[config.mk]
export PLATFORM = sky130hd
export DESIGN_NAME = quoted_token_extractor
export DESIGN_NICKNAME = d
export VERILOG_FILES = /design/src/rtl/qte_pkg.sv /design/src/rtl/qte_cfg.sv /design/src/rtl/qte_core.sv /design/src/rtl/qte_fifo.sv /design/src/rtl/quoted_token_extractor.sv
export SDC_FILE = /design/constraint.sdc
export NUM_CORES = 1
export LEC_CHECK = 0
export BUFFER_PORTS_ARGS = -buffer_cell sky130_fd_sc_hd__buf_2
export CAP_MARGIN = 10
export CORE_MARGIN = 5
export CORE_UTILIZATION = 50
export DETAILED_ROUTE_END_ITERATION = 8
export PLACE_DENSITY = 0.69
export RECOVER_POWER = 25
export SETUP_SLACK_MARGIN = 0.1
export SLEW_MARGIN = 15
export SYNTH_ARGS = -nofsm -noshare
export SYNTH_HDL_FRONTEND = slang
export SYNTH_SLANG_ARGS = --single-unit
[constraint.sdc]
create_clock -name i_clk -period 13.9 [get_ports i_clk]
set_input_delay 1.39 -clock i_clk [delete_from_list [all_inputs] [get_ports i_clk]]
set_output_delay 1.39 -clock i_clk [all_outputs]
set_load 0.005 [all_outputs]
[src/rtl/qte_pkg.sv]
package qte_pkg;

    localparam int MAX_LEN_W   = 9;
    localparam int ADDR_W      = 4;
    localparam int DATA_W      = 32;
    localparam int RES_MAX     = 3;
    localparam int FIFO_DEPTH  = 8;
    localparam int FIFO_AW     = 3;
    localparam int STALL_LEVEL = FIFO_DEPTH - 2 * RES_MAX;

    localparam logic [MAX_LEN_W-1:0] MAX_LEN_RESET = 9'd256;

    localparam logic [7:0] CH_NUL   = 8'h00;
    localparam logic [7:0] CH_TAB   = 8'h09;
    localparam logic [7:0] CH_NL    = 8'h0A;
    localparam logic [7:0] CH_SPACE = 8'h20;
    localparam logic [7:0] CH_DQ    = 8'h22;
    localparam logic [7:0] CH_BSL   = 8'h5C;

    localparam logic [1:0] REG_MAX_LEN    = 2'd0;
    localparam logic [1:0] REG_ADD_BSL    = 2'd1;
    localparam logic [1:0] REG_STRIP_BSL  = 2'd2;

    typedef enum logic [2:0] {
        PH_SKIP  = 3'b001,
        PH_TOKEN = 3'b010,
        PH_DONE  = 3'b100
    } t_phase;

    typedef enum logic [2:0] {
        QM_OUT   = 3'b001,
        QM_IN    = 3'b010,
        QM_AFTER = 3'b100
    } t_quote;

    typedef struct packed {
        logic [MAX_LEN_W-1:0] max_len;
        logic                 add_bsl;
        logic                 strip_bsl;
    } t_cfg;

    typedef struct packed {
        logic [7:0] out_char;
        logic       char_valid;
        logic       token_done;
        logic [7:0] name_length;
        logic       has_space;
    } t_result;

endpackage

[src/rtl/qte_cfg.sv]
module qte_cfg (
    input  logic                        i_clk,
    input  logic                        i_rst_n,
    input  logic                        psel,
    input  logic                        penable,
    input  logic                        pwrite,
    input  logic [qte_pkg::ADDR_W-1:0]  paddr,
    input  logic [qte_pkg::DATA_W-1:0]  pwdata,
    output logic [qte_pkg::DATA_W-1:0]  prdata,
    output logic                        pready,
    output qte_pkg::t_cfg               o_cfg
);
    import qte_pkg::*;

    logic [1:0] reg_idx;
    logic       wr_en;
    t_cfg       r_cfg;

    assign reg_idx = paddr[ADDR_W-1:2];
    assign wr_en   = psel && penable && pwrite;
    assign pready  = 1'b1;
    assign o_cfg   = r_cfg;

    always_ff @(posedge i_clk) begin
        if (!i_rst_n) begin
            r_cfg.max_len   <= MAX_LEN_RESET;
            r_cfg.add_bsl   <= 1'b0;
            r_cfg.strip_bsl <= 1'b0;
        end else if (wr_en) begin
            case (reg_idx)
                REG_MAX_LEN:   r_cfg.max_len   <= pwdata[MAX_LEN_W-1:0];
                REG_ADD_BSL:   r_cfg.add_bsl   <= pwdata[0];
                REG_STRIP_BSL: r_cfg.strip_bsl <= pwdata[0];
                default: begin
                end
            endcase
        end
    end

    always_comb begin
        prdata = '0;
        case (reg_idx)
            REG_MAX_LEN:   prdata[MAX_LEN_W-1:0] = r_cfg.max_len;
            REG_ADD_BSL:   prdata[0] = r_cfg.add_bsl;
            REG_STRIP_BSL: prdata[0] = r_cfg.strip_bsl;
            default:       prdata = '0;
        endcase
    end

endmodule

[src/rtl/qte_core.sv]
module qte_core #(
    parameter int MAX_NAME = 256
) (
    input  logic                                     i_clk,
    input  logic                                     i_rst_n,
    input  logic                                     i_valid,
    input  logic [7:0]                               i_byte,
    input  logic                                     i_line_end,
    input  qte_pkg::t_cfg                            i_cfg,
    output logic [1:0]                               o_push_cnt,
    output qte_pkg::t_result [qte_pkg::RES_MAX-1:0]  o_push
);
    import qte_pkg::*;

    localparam int MAX_LEN_TOP = (1 << MAX_LEN_W) - 1;
    localparam int CLAMP       = (MAX_NAME > MAX_LEN_TOP) ? MAX_LEN_TOP : MAX_NAME;

    t_phase           r_phase, n_phase;
    t_quote           r_qm, n_qm;
    logic [7:0]       r_cnt, n_cnt;
    logic [7:0]       r_lim, n_lim;
    logic [1:0][7:0]  r_h, n_h;
    logic [1:0]       r_hc, n_hc;
    logic             r_sp, n_sp;

    logic [MAX_LEN_W-1:0] m_cl, m_dec;
    logic [7:0]       lim_new, lim_a;
    logic             is_sptab, skip, active, qq;
    t_quote           qm_a, qm_b;
    t_phase           phase_after;
    logic             acc_req, acc_ok, sp_req;
    logic [7:0]       acc_char, cnt1, cnt_a;
    logic [1:0][7:0]  h_a;
    logic [1:0]       hc_a;
    logic             emit_a, sp_a;
    logic             close_mid, close_le, do_close;
    logic [3:0][7:0]  t;
    logic [1:0]       n;
    logic [7:0]       len;
    logic             full;
    logic [1:0]       k;
    t_result [RES_MAX-1:0] res;

    // token character limit, taken when a token starts
    always_comb begin
        m_cl    = (i_cfg.max_len > MAX_LEN_W'(CLAMP)) ? MAX_LEN_W'(CLAMP) : i_cfg.max_len;
        m_dec   = m_cl - MAX_LEN_W'(1);
        lim_new = (m_cl == '0) ? 8'd0 : ((m_dec > MAX_LEN_W'(255)) ? 8'hFF : m_dec[7:0]);
    end

    always_comb begin
        is_sptab = (i_byte == CH_SPACE) || (i_byte == CH_TAB);
        skip     = (r_phase == PH_SKIP) && (is_sptab || (i_byte == CH_NL));
        active   = !skip && (r_phase != PH_DONE);
        qm_a     = (r_phase == PH_SKIP) ? QM_OUT : r_qm;
        lim_a    = (r_phase == PH_SKIP) ? lim_new : r_lim;
        qq       = (qm_a == QM_AFTER) && (i_byte == CH_DQ);
        qm_b     = ((qm_a == QM_AFTER) && !qq) ? QM_OUT : qm_a;

        acc_req  = active && (qq || (is_sptab && (qm_b != QM_OUT)) ||
                   (!is_sptab && (i_byte != CH_DQ) && (i_byte != CH_NL) &&
                    (i_byte != CH_NUL)));
        sp_req   = active && !qq && is_sptab && (qm_b != QM_OUT);
        acc_char = is_sptab ? CH_SPACE : i_byte;
        close_mid = active && !qq &&
                    ((is_sptab && (qm_b == QM_OUT)) || (i_byte == CH_NL) ||
                     (i_byte == CH_NUL));
        phase_after = active ? (close_mid ? PH_DONE : PH_TOKEN) : r_phase;
        close_le  = i_line_end && (phase_after == PH_TOKEN);
        do_close  = close_mid || close_le;

        // one accepted character
        acc_ok = acc_req && (r_cnt < lim_a);
        cnt1   = r_cnt + 8'd1;
        cnt_a  = acc_ok ? cnt1 : r_cnt;
        h_a    = r_h;
        hc_a   = r_hc;
        emit_a = 1'b0;
        if (acc_ok) begin
            if (cnt1 == lim_a) begin
                if (r_hc < 2'd2) begin
                    h_a[r_hc[0]] = acc_char;
                    hc_a = r_hc + 2'd1;
                end
            end else begin
                emit_a = (r_hc != 2'd0);
                h_a[0] = acc_char;
                hc_a   = 2'd1;
            end
        end
        sp_a = r_sp || (sp_req && acc_ok);

        // tail handling at token close
        t    = {8'd0, 8'd0, h_a[1], h_a[0]};
        n    = hc_a;
        len  = cnt_a;
        full = (cnt_a == lim_a) && (cnt_a != 8'd0);
        if (i_cfg.add_bsl && (len != 8'd0) && (n != 2'd0) && (t[n - 2'd1] != CH_BSL)) begin
            if (full) begin
                n   = n - 2'd1;
                len = len - 8'd1;
                if ((n == 2'd0) || (t[n - 2'd1] != CH_BSL)) begin
                    t[n] = CH_BSL;
                    n    = n + 2'd1;
                    len  = len + 8'd1;
                end
            end else begin
                t[n] = CH_BSL;
                n    = n + 2'd1;
                len  = len + 8'd1;
            end
        end
        if (i_cfg.strip_bsl && (len != 8'd0) && (n != 2'd0) && (t[n - 2'd1] == CH_BSL)) begin
            n   = n - 2'd1;
            len = len - 8'd1;
        end

        // result words in order
        res = '0;
        k   = 2'd0;
        if (emit_a) begin
            res[0].out_char   = r_h[0];
            res[0].char_valid = 1'b1;
            k = 2'd1;
        end
        if (do_close) begin
            if (n == 2'd0) begin
                res[k].token_done  = 1'b1;
                res[k].name_length = len;
                res[k].has_space   = sp_a;
                k = k + 2'd1;
            end else begin
                for (int i = 0; i < 2; i++) begin
                    if (2'(i) < n) begin
                        res[k].out_char   = t[i];
                        res[k].char_valid = 1'b1;
                        if (2'(i + 1) == n) begin
                            res[k].token_done  = 1'b1;
                            res[k].name_length = len;
                            res[k].has_space   = sp_a;
                        end
                        k = k + 2'd1;
                    end
                end
            end
        end

        // next state
        n_lim = (active && (r_phase == PH_SKIP)) ? lim_new : r_lim;
        if (do_close) begin
            n_cnt = 8'd0;
            n_hc  = 2'd0;
            n_h   = '0;
            n_sp  = 1'b0;
        end else begin
            n_cnt = cnt_a;
            n_hc  = hc_a;
            n_h   = h_a;
            n_sp  = sp_a;
        end
        n_phase = i_line_end ? PH_SKIP : phase_after;
        if (i_line_end || do_close) begin
            n_qm = QM_OUT;
        end else if (active) begin
            if (qq) begin
                n_qm = QM_IN;
            end else if (i_byte == CH_DQ) begin
                n_qm = (qm_b == QM_OUT) ? QM_IN : QM_AFTER;
            end else begin
                n_qm = qm_b;
            end
        end else begin
            n_qm = r_qm;
        end
    end

    assign o_push_cnt = i_valid ? k : 2'd0;
    assign o_push     = res;

    always_ff @(posedge i_clk) begin
        if (!i_rst_n) begin
            r_phase <= PH_SKIP;
            r_qm    <= QM_OUT;
            r_cnt   <= 8'd0;
            r_lim   <= 8'd0;
            r_h     <= '0;
            r_hc    <= 2'd0;
            r_sp    <= 1'b0;
        end else if (i_valid) begin
            r_phase <= n_phase;
            r_qm    <= n_qm;
            r_cnt   <= n_cnt;
            r_lim   <= n_lim;
            r_h     <= n_h;
            r_hc    <= n_hc;
            r_sp    <= n_sp;
        end
    end

endmodule

[src/rtl/qte_fifo.sv]
module qte_fifo (
    input  logic                                     i_clk,
    input  logic                                     i_rst_n,
    input  logic [1:0]                               i_push_cnt,
    input  qte_pkg::t_result [qte_pkg::RES_MAX-1:0]  i_push,
    input  logic                                     i_pop,
    output qte_pkg::t_result                         o_head,
    output logic                                     o_not_empty,
    output logic [qte_pkg::FIFO_AW:0]                o_count
);
    import qte_pkg::*;

    t_result              r_mem [FIFO_DEPTH];
    logic [FIFO_AW-1:0]   r_wr, r_rd;
    logic [FIFO_AW:0]     r_count;
    logic                 pop_ok;

    assign pop_ok      = i_pop && (r_count != '0);
    assign o_head      = r_mem[r_rd];
    assign o_not_empty = (r_count != '0);
    assign o_count     = r_count;

    always_ff @(posedge i_clk) begin
        for (int i = 0; i < RES_MAX; i++) begin
            if (2'(i) < i_push_cnt) begin
                r_mem[r_wr + FIFO_AW'(i)] <= i_push[i];
            end
        end
    end

    always_ff @(posedge i_clk) begin
        if (!i_rst_n) begin
            r_wr    <= '0;
            r_rd    <= '0;
            r_count <= '0;
        end else begin
            r_wr    <= r_wr + FIFO_AW'(i_push_cnt);
            r_rd    <= r_rd + FIFO_AW'(pop_ok);
            r_count <= r_count + (FIFO_AW + 1)'(i_push_cnt) - (FIFO_AW + 1)'(pop_ok);
        end
    end

endmodule

[src/rtl/quoted_token_extractor.sv]
// quoted_token_extractor
// input channel: one text byte per word (i_in_byte, i_line_end marks the last
// byte of a line), i_valid / o_stall. output channel: one name character or
// token close per word, o_valid / i_stall. apb port sets max_len,
// add_backslash and strip_backslash; write it only while the block is idle.
// an accepted byte is held in the input register, is decoded from there and
// its results land in an 8-word result queue whose head drives the output.
// throughput: one byte per cycle while o_stall is low; a byte gives up to
// three results (a held character plus the token tail), drained at one word
// per cycle by the output side while i_stall is low. o_stall rises while the
// queue holds more than two words, which keeps room for the byte in the input
// register and the next one.
// a line with a token gives exactly one token_done word, a blank line none.
// reset (synchronous, active low) empties the queue and the input register,
// returns to skipping leading blanks and loads max_len 256 with both
// backslash modes off. a stalled output word holds until taken.
module quoted_token_extractor #(
    parameter int MAX_NAME = 256
) (
    input  logic                        i_clk,
    input  logic                        i_rst_n,
    input  logic                        i_valid,
    output logic                        o_stall,
    input  logic [7:0]                  i_in_byte,
    input  logic                        i_line_end,
    output logic                        o_valid,
    input  logic                        i_stall,
    output logic [7:0]                  o_out_char,
    output logic                        o_char_valid,
    output logic                        o_token_done,
    output logic [7:0]                  o_name_length,
    output logic                        o_has_space,
    input  logic                        psel,
    input  logic                        penable,
    input  logic                        pwrite,
    input  logic [qte_pkg::ADDR_W-1:0]  paddr,
    input  logic [qte_pkg::DATA_W-1:0]  pwdata,
    output logic [qte_pkg::DATA_W-1:0]  prdata,
    output logic                        pready
);
    import qte_pkg::*;

    t_cfg                  cfg;
    logic                  r_in_valid;
    logic [7:0]            r_in_byte;
    logic                  r_in_le;
    logic [1:0]            push_cnt;
    t_result [RES_MAX-1:0] push;
    t_result               head;
    logic                  not_empty;
    logic [FIFO_AW:0]      count;
    logic                  in_acc;

    assign o_stall = (count > (FIFO_AW + 1)'(STALL_LEVEL));
    assign in_acc  = i_valid && !o_stall;

    always_ff @(posedge i_clk) begin
        if (!i_rst_n) begin
            r_in_valid <= 1'b0;
        end else begin
            r_in_valid <= in_acc;
        end
    end

    always_ff @(posedge i_clk) begin
        if (in_acc) begin
            r_in_byte <= i_in_byte;
            r_in_le   <= i_line_end;
        end
    end

    qte_cfg u_cfg (
        .i_clk   (i_clk),
        .i_rst_n (i_rst_n),
        .psel    (psel),
        .penable (penable),
        .pwrite  (pwrite),
        .paddr   (paddr),
        .pwdata  (pwdata),
        .prdata  (prdata),
        .pready  (pready),
        .o_cfg   (cfg)
    );

    qte_core #(
        .MAX_NAME (MAX_NAME)
    ) u_core (
        .i_clk      (i_clk),
        .i_rst_n    (i_rst_n),
        .i_valid    (r_in_valid),
        .i_byte     (r_in_byte),
        .i_line_end (r_in_le),
        .i_cfg      (cfg),
        .o_push_cnt (push_cnt),
        .o_push     (push)
    );

    qte_fifo u_fifo (
        .i_clk       (i_clk),
        .i_rst_n     (i_rst_n),
        .i_push_cnt  (push_cnt),
        .i_push      (push),
        .i_pop       (!i_stall),
        .o_head      (head),
        .o_not_empty (not_empty),
        .o_count     (count)
    );

    assign o_valid       = not_empty;
    assign o_out_char    = head.out_char;
    assign o_char_valid  = head.char_valid;
    assign o_token_done  = head.token_done;
    assign o_name_length = head.name_length;
    assign o_has_space   = head.has_space;

endmodule

==> flow_results.org, run 1 <==
** Clock network
- The number of gates resized after CTS was 0.
- Worst-path clk slew :: 0.06 ns
- The tree is rooted in a sky130_fd_sc_hd__clkbuf_16.
- For the worst-skew pair, the clock arrives at the later sink with an insertion delay of 0.55 ns.
- H-tree level count :: 1
- The number of setup buffers added after CTS is 0.
- The tree built by TritonCTS fans out to 224 sinks.
- In this run, post-CTS hold repair placed 0 buffers.
- The number of clock buffers added by TritonCTS is 25.
- Maximum root-to-sink buffer count :: 3
- TritonCTS built the clock tree.

** Timing
- RSZ-0062 raised after global routing :: no
- The worst pin sits at a relative slew slack of -122%.
- Static timing analysis puts the maximum clock frequency at roughly 80 MHz.
- Total Neg Setup Slack :: 0 ns
- Slew at the pin closest to its max-slew limit :: 3.33 ns
- Final number of setup-violating endpoints :: 0
- Post-route minimum period :: 12.19 ns
- Across all setup checks in the final design, the least slack found is 1.71 ns.
- On the final layout, the worst hold slack is between 0.4 and 0.5 ns.
- Final critical-path share of the clock period :: roughly 88%
- The number of max-slew violations in the final report was 94.
- The number of endpoints with negative hold slack in the final report is 0.
- Skew final :: 0.0156 ns

** Logic synthesis
- Syn. warnings :: 0
- Largest area contributor in the netlist :: sky130_fd_sc_hd__edfxtp_1
- Counting flops with a built-in enable in the synthesized netlist gives 161.
- Summed instance area of the synthesized netlist :: 15300 sq um
- Proportion of register bits with asynchronous set or reset after synthesis :: 0%
- Main synth FF type :: sky130_fd_sc_hd__edfxtp_1
- Counting flops and latches in the post-synthesis netlist gives 224.
- Proportion of netlist area held by the largest area contributor :: a little under a third
- For this run, the register share of the synthesized area comes to 39.8%.
- Number of distinct standard cells referenced by the synthesized netlist :: slightly above 100
- Mean instance size in the synthesized netlist :: 9.38 sq um
- Sorting the synthesized cells by area gives the leading types as sky130_fd_sc_hd__edfxtp_1 (32%), sky130_fd_sc_hd__dfxtp_1 (8.2%), sky130_fd_sc_hd__mux4_2 (5.6%).
- Cell count after synthesis :: 1634

** Critical path
- Launch point of the critical path :: u_cfg.o_cfg[10]$_SDFFE_PN1P_
- Path type of the worst setup path :: reg -> reg
- R2R Path End :: u_fifo.r_mem[7][0]$_DFFE_PP_
- Setup slack on the worst reg-to-reg path comes out at 1.71 ns.
- Max incr delay on CP :: 0.86 ns
- The startpoint identified for the worst register-to-register timing path is u_cfg.o_cfg[10]$_SDFFE_PN1P_.
- The worst setup path is launched from a flop.
- Path length in cells of the critical path :: 41
- The number of buffers and inverters on the critical path is 10.
- The most critical setup path has its endpoint at u_fifo.r_mem[7][0]$_DFFE_PP_.
- The slowest stage of the critical path belongs to the cell sky130_fd_sc_hd__nor2_1.
- By instance count, the cell type seen most on the critical path is sky130_fd_sc_hd__ha_1.
- Data on the critical path is required at its endpoint by 14.30 ns.
- The number of cells on the worst reg-to-reg path is 41.
- Data on the critical path arrives at its endpoint at 12.59 ns.
- Along the worst path, the maximum fanout reaches 18.
- Grouping stages by cell kind, the critical path spends the most delay in compound AO/OA/AOI/OAI gates.
- The worst setup path is captured at a flop.

** Layout
- Fraction of final layout cells sized beyond drive strength 1 :: 13.9%
- Synth-to-layout area growth :: 9.16%
- Antenna cells :: 0
- With fillers left out, the area of the finished cells amounts to 16700 sq um.
- Non-Filler Instances :: 2077
- Count of fill cells added during filler insertion :: approximately 2800
- Net count of the finished layout :: 1758

** Place
- Number of port buffers :: 56
- Once placement finished, the instance area stood at ~16000 sq um.
- Worst slack after detailed placement :: 2.02 ns
- The congestion estimate from routability-driven global placement came to 1.00.
- Cell total after placement :: around 2000
- After legalization and detailed placement, the total HPWL measured ~33 mm.

** Power and ir drop
- Static Leakage :: roughly 0.0059 uW
- Worst voltage drop across the vdd grid :: 0.102 mV
- Dividing total power by cell area gives a power density of 129 nW/um^2.

** Die
- Core Area :: 30400 sq um
- The die is ~190 um wide.
- In this run the vertical extent of the chip is about 190 um.
- The initial utilization of the core area, before any placement, comes to 50.4%.
- Top-level I/O count :: 106
- Die area :: roughly 34000 sq um
- Row generation in the floorplan step produced 64 rows.

** Global routing
- The initial antenna violation count came to 0.
- The first global-routing pass estimated 72.6 mm of wire.
- Overall fraction of global-route tracks in use :: 26.9%
- Overflow after GRT :: 0
- Vias in the first global route :: ~13000
- Entering global routing, the biggest net connects 55 pins.

** Job
- Number of max-capacitance violations reported :: 2

** Drt
- Total number of vias :: between 10000 and 15000
- After detailed routing, the average wire length per cell comes to 22.6 um.
- Number of iterations in the first detailed-routing pass :: 7
- In the routed design, unresolved DRC markers number 0.
- Starting DRT DRC Count :: 1612
- In this run the remaining antenna-violating nets after routing total 0.
- Total wire length :: 47.0 mm
- After detailed routing, the number of vias per cell comes to about 6.5.

** Status
- Outcome :: finished, violations left
- Violated checks :: capacitance limit, slew limit

** Hold path
- Class of the tightest hold or removal check :: reg -> reg
placed cells by master (no fill, tap or decap), types with 40 or more instances in the layout:
cell and count:
sky130_fd_sc_hd__dfxtp_1 62, sky130_fd_sc_hd__buf_2 48, sky130_fd_sc_hd__nor3_1 47, sky130_fd_sc_hd__a22oi_1 60, sky130_fd_sc_hd__a21oi_1 68, sky130_fd_sc_hd__o21ai_0 79
sky130_fd_sc_hd__ha_1 40, sky130_fd_sc_hd__nand2_1 183, sky130_fd_sc_hd__nor2_1 210, sky130_fd_sc_hd__inv_1 46, sky130_fd_sc_hd__nand3_1 40, sky130_fd_sc_hd__edfxtp_1 161
registers in the layout (all words and copies together), names as in the netlist:
register	flops
u_core.r_hc	2
u_core.r_phase	3
r_in_le	1
u_core.r_sp	1
u_core.r_lim	8
u_core.r_h	16
r_in_byte	8
r_in_valid	1
u_core.r_cnt	8
u_cfg.o_cfg	11
u_fifo.o_count	4
u_fifo.r_wr	3
u_fifo.r_mem	152
u_fifo.r_rd	3
u_core.r_qm	3
cell families (layout without fill, tap and decap cells):
family / count (synthesis) / after routing / synth area share (%)
buf+inv: 168 / 193 / 4.99
other cells: 2 / 24 / 0.0490
simple gates: 644 / 644 / 20.2
mux: 98 / 98 / 9.88
compound gates: 405 / 405 / 18.5
fa+ha+maj: 42 / 42 / 3.53
flops: 224 / 224 / 39.8
xor+xnor: 51 / 51 / 3.00
worst reg2reg max path: cells and delay by family (launching register included):
kind                     cells  cell delay (ns)
AND/OR/NAND/NOR             13             3.56
buffers and inverters       10             2.18
adder cells (fa/ha/maj)      5             1.58
AO/OA/AOI/OAI               11             3.61
flip-flops                   1             0.48
multiplexers                 2             0.63
per-layer routing:
| metal | part of all wire (%) | vias to the layer above | global-route usage (%) |
|---|---|---|---|
| met5 | 0 | - | 0 |
| met4 | 3.8 | 0 | 8.57 |
| met3 | 9.3 | 124 | 5.20 |
| met2 | 46 | 727 | 43.3 |
| met1 | 41 | 6431 | 36.9 |
| li1 | - | 6183 | - |
Yosys cell counts, drive strengths merged (40+ instances only):
cell / number
nor2: 211
nand2: 184
edfxtp: 161
o21ai: 84
clkbuf: 71
a21oi: 70
dfxtp: 63
a22oi: 60
nor3: 49
buf: 47
inv: 47
ha: 40
nand3: 40
area by class of cell:
class                           count  area, sq um  share of cell area (%)
Inverter                           50          188                    1.12
Sequential cell                   224         6100                    36.4
Tap cell                          396          495                    2.96
Clock inverter                     12          118                   0.703
Clock buffer                       32          662                    3.95
Timing Repair Buffer               99          578                    3.45
Multi-Input combinational cell   1264         8600                    51.4
power breakdown:
part,total (uW),switching [uW],internal (uW),leakage [uW]
logic,697,406,291,0.00356
clock network,641,268,373,0.000382
registers,816,41.3,774,0.00194
per-stage QoR:
stage / total power [uW] / util, %
after floorplan: 1310 / -
after global placement: 1500 / 52.5
after detailed placement: 1520 / 52.5
after CTS: 2160 / 55.1
after global routing: 2270 / 55.0
final: 2150 / 55.0
worst min-delay path by stage:
stage | start | endpoint | slack [ns] | depth (start not counted)
global route | u_core.r_lim[5]$_SDFFE_PN0P_ | u_core.r_lim[5]$_SDFFE_PN0P_ | 0.47 | 2
finish | u_core.r_lim[5]$_SDFFE_PN0P_ | u_core.r_lim[5]$_SDFFE_PN0P_ | 0.45 | 2
detailed placement | u_core.r_lim[5]$_SDFFE_PN0P_ | u_core.r_lim[5]$_SDFFE_PN0P_ | 0.45 | 2
CTS | u_core.r_lim[5]$_SDFFE_PN0P_ | u_core.r_lim[5]$_SDFFE_PN0P_ | 0.45 | 2
floorplan | u_core.r_lim[1]$_SDFFE_PN0P_ | u_core.r_lim[1]$_SDFFE_PN0P_ | 0.43 | 2
global placement | u_core.r_lim[1]$_SDFFE_PN0P_ | u_core.r_lim[1]$_SDFFE_PN0P_ | 0.44 | 2
Note: power is estimated with default switching activity, not from simulation.
==> inputs of run 2 (changes only) <==
- PLACE_DENSITY: 0.69 -> default
- PLACE_DENSITY_LB_ADDON: default -> 0.08
==> run 2 against run 1 <==
Against the previous run: the flow still finishes with violations (capacitance limit, slew limit); clock skew is 0.0065 ns lower; clock-buffer cell count is 1 lower; critical path depth stayed put; sequential share of layout area is 0.20 points higher; power is 2.1% lower; clock power is 7.0% lower; setup slack worse by 0.22 ns; die area stayed put; first-iteration DRC count is 5.4% lower; hold slack better by 0.0040 ns; combinational power is 0.9% higher; sequential power is 0.9% lower; critical path type unchanged; highest routed layer unchanged.
==> flow_results.org, run 2 (synthesized netlist as in run 1, its figures left out) <==
** Status
- Outcome :: finished, violations left
- Violated checks :: capacitance limit, slew limit

** Timing
- Maximum operating frequency :: between 80 and 90 MHz
- RSZ-0062 raised after global routing :: no
- Slew at the pin closest to its max-slew limit :: 3.41 ns
- Worst max-slew margin expressed relative to the limit :: -127%
- The final critical path takes up 89.3% of the cycle.
- Skew final :: 0.00912 ns
- Setup violations remaining at the end of the flow were counted as 0.
- Setup total negative slack on the finished layout was measured at 0 ns.
- Post-route minimum period :: roughly 12 ns
- The number of max-slew violations in the final report came to 94.
- The number of endpoints with negative hold slack in the final report was 0.

** Power and ir drop
- In this run the power density over the cells is roughly 130 nW/um^2.
- Worst voltage drop across the vdd grid :: just under 0.1 mV
- In this run the static leakage power is 0.00584 uW.

** Global routing
- Vias in the first global route :: 12400
- Overall fraction of global-route tracks in use :: 26.4%
- The initial antenna violation count was 0.
- Wire length of the first global-routing pass :: 71.7 mm
- Entering global routing, the biggest net connects 55 pins.
- Overflow after GRT :: 0

** Clock network
- TritonCTS built the clock tree.
- In this run, CTS created clock tree buffers numbering 24.
- Clk Tree Root Cell :: sky130_fd_sc_hd__clkbuf_16
- Maximum root-to-sink buffer count :: 3
- H-tree level count :: 1
- Worst-path clk slew :: 0.06 ns
- Number of clock sinks :: 224
- Clock latency on the worst-skew pair, taken at its later pin, is 0.53 ns.
- Post-cts gate resize count :: 0
- Buffers added to address setup during post-CTS repair amount to 0.
- Cts-stage hold buffer count :: 0

** Place
- Placed wire-length estimate :: about 33 mm
- The count of buffers added on input and output ports is 56.
- Cell total after placement :: 2031
- Routability congestion estimate from global placement :: 1.04

** Layout
- Most frequent cells in the layout :: sky130_fd_sc_hd__nor2_1 (210), sky130_fd_sc_hd__nand2_1 (183), sky130_fd_sc_hd__edfxtp_1 (161)
- Net count of the finished layout :: 1755
- The library cell used most frequently in the layout, excluding fill and tap cells, is sky130_fd_sc_hd__nor2_1.
- The finished layout holds 2074 standard cells, fillers aside.
- Synth-to-layout area growth :: 8.57%
- The register with the most flip-flops in the layout has approximately 150 of them.
- Fraction of final layout cells sized beyond drive strength 1 :: between 10% and 20%
- 0 antenna diodes ended up in the layout.
- Reg with most FFs :: u_fifo.r_mem

** Critical path
- Slack of the worst reg-to-reg path :: 1.49 ns
- CP max-delay cell :: sky130_fd_sc_hd__a31oi_1
- Critical path fanouts, max :: 18
- Critical path data required time :: 14.14 ns
- Critical path launch point type :: flop
- Max incr delay on CP :: 0.75 ns
- By startpoint and endpoint, the worst setup path is classified as reg -> reg.
- The worst setup path is captured at a flop.
- Among the stages of the critical path, the cell type that occurs most often is sky130_fd_sc_hd__ha_1.
- STA puts the critical path data arrival time at about 13 ns.

** Drt
- Via density per instance :: 6.36
- The detailed router finished its first iteration with 1525 violations.
- Number of iterations in the first detailed-routing pass :: 6
- Final antenna-violating net count :: 0
- Routed wire per std cell :: 22.3 um
- Total wire length :: 46.3 mm
- After detailed routing, the number of remaining DRC violations is 0.
- Total number of vias :: 13200

** Die
- Number of placement rows :: 64
- Floorplan die width :: 185 um
- Initial standard-cell utilization of the core :: between 50% and 60%
- Measured along the y axis, the die boundary spans 185 um.
- Core Area :: 30400 sq um
- Pin placement for this block handled 106 I/O pins.
- Die area :: 34300 sq um

** Job
- Max-cap violations in this run came to 2.

** Hold path
- The worst hold path belongs to the class reg -> reg.
[run 2: final timing paths]
kind | startpoint | endpoint | cells past startpoint
setup / recovery | u_cfg.o_cfg[10]$_SDFFE_PN1P_ | u_fifo.r_mem[6][4]$_DFFE_PP_ | 41
hold / removal | u_core.r_lim[1]$_SDFFE_PN0P_ | u_core.r_lim[1]$_SDFFE_PN0P_ | 2
setup reg to reg | u_cfg.o_cfg[10]$_SDFFE_PN1P_ | u_fifo.r_mem[6][4]$_DFFE_PP_ | 41
hold reg to reg | u_core.r_lim[1]$_SDFFE_PN0P_ | u_core.r_lim[1]$_SDFFE_PN0P_ | 2
[run 2: stage by stage]
step           utilization (%)  total power (uW)  setup WS (ns)  area [sq um]  hold slack, ns
6_report                  54.7              2110           1.49         16600           0.454
5_1_grt                   54.7              2230          0.557         16600           0.476
4_1_cts                   54.8              2120           1.59         16700           0.456
3_5_place_dp              52.4              1520           1.64         16000           0.448
3_3_place_gp              52.4              1510           1.81         16000           0.435
2_1_floorplan                -              1310           2.63         15400           0.428
[run 2: cell type report]
| type | count | area [sq um] |
|---|---|---|
| sequential | 224 | 6100 |
| inverter | 50 | 188 |
| tap | 396 | 495 |
| clock buffer | 31 | 627 |
| clock inverter | 12 | 93.8 |
| multi-input combinational | 1264 | 8580 |
| timing repair buffer | 97 | 563 |
| fill | 2862 | 13800 |
[run 2: power breakdown]
group / internal (uW) / switching, uW
Sequential: 774 / 34.6
Clock: 337 / 259
Combinational: 289 / 414
[run 2: layer usage]
layer / part of all wire (%) / wire length [um] / vias up / track usage (%)
met5: 0 / 0 / - / 0
met4: 2.7 / 1270 / 0 / 6.49
met3: 7.6 / 3520 / 86 / 2.95
met2: 47 / 21700 / 591 / 43.7
met1: 43 / 19800 / 6337 / 37.3
li1: - / - / 6168 / -
[run 2: worst max-delay path: cells and delay by family, from the launching register on]
family	cells	cell delay (ns)
flip-flops	1	0.47
buffers and inverters	9	1.84
AO/OA/AOI/OAI	11	4.06
multiplexers	2	0.76
adder cells (fa/ha/maj)	5	1.61
AND/OR/NAND/NOR	14	3.32
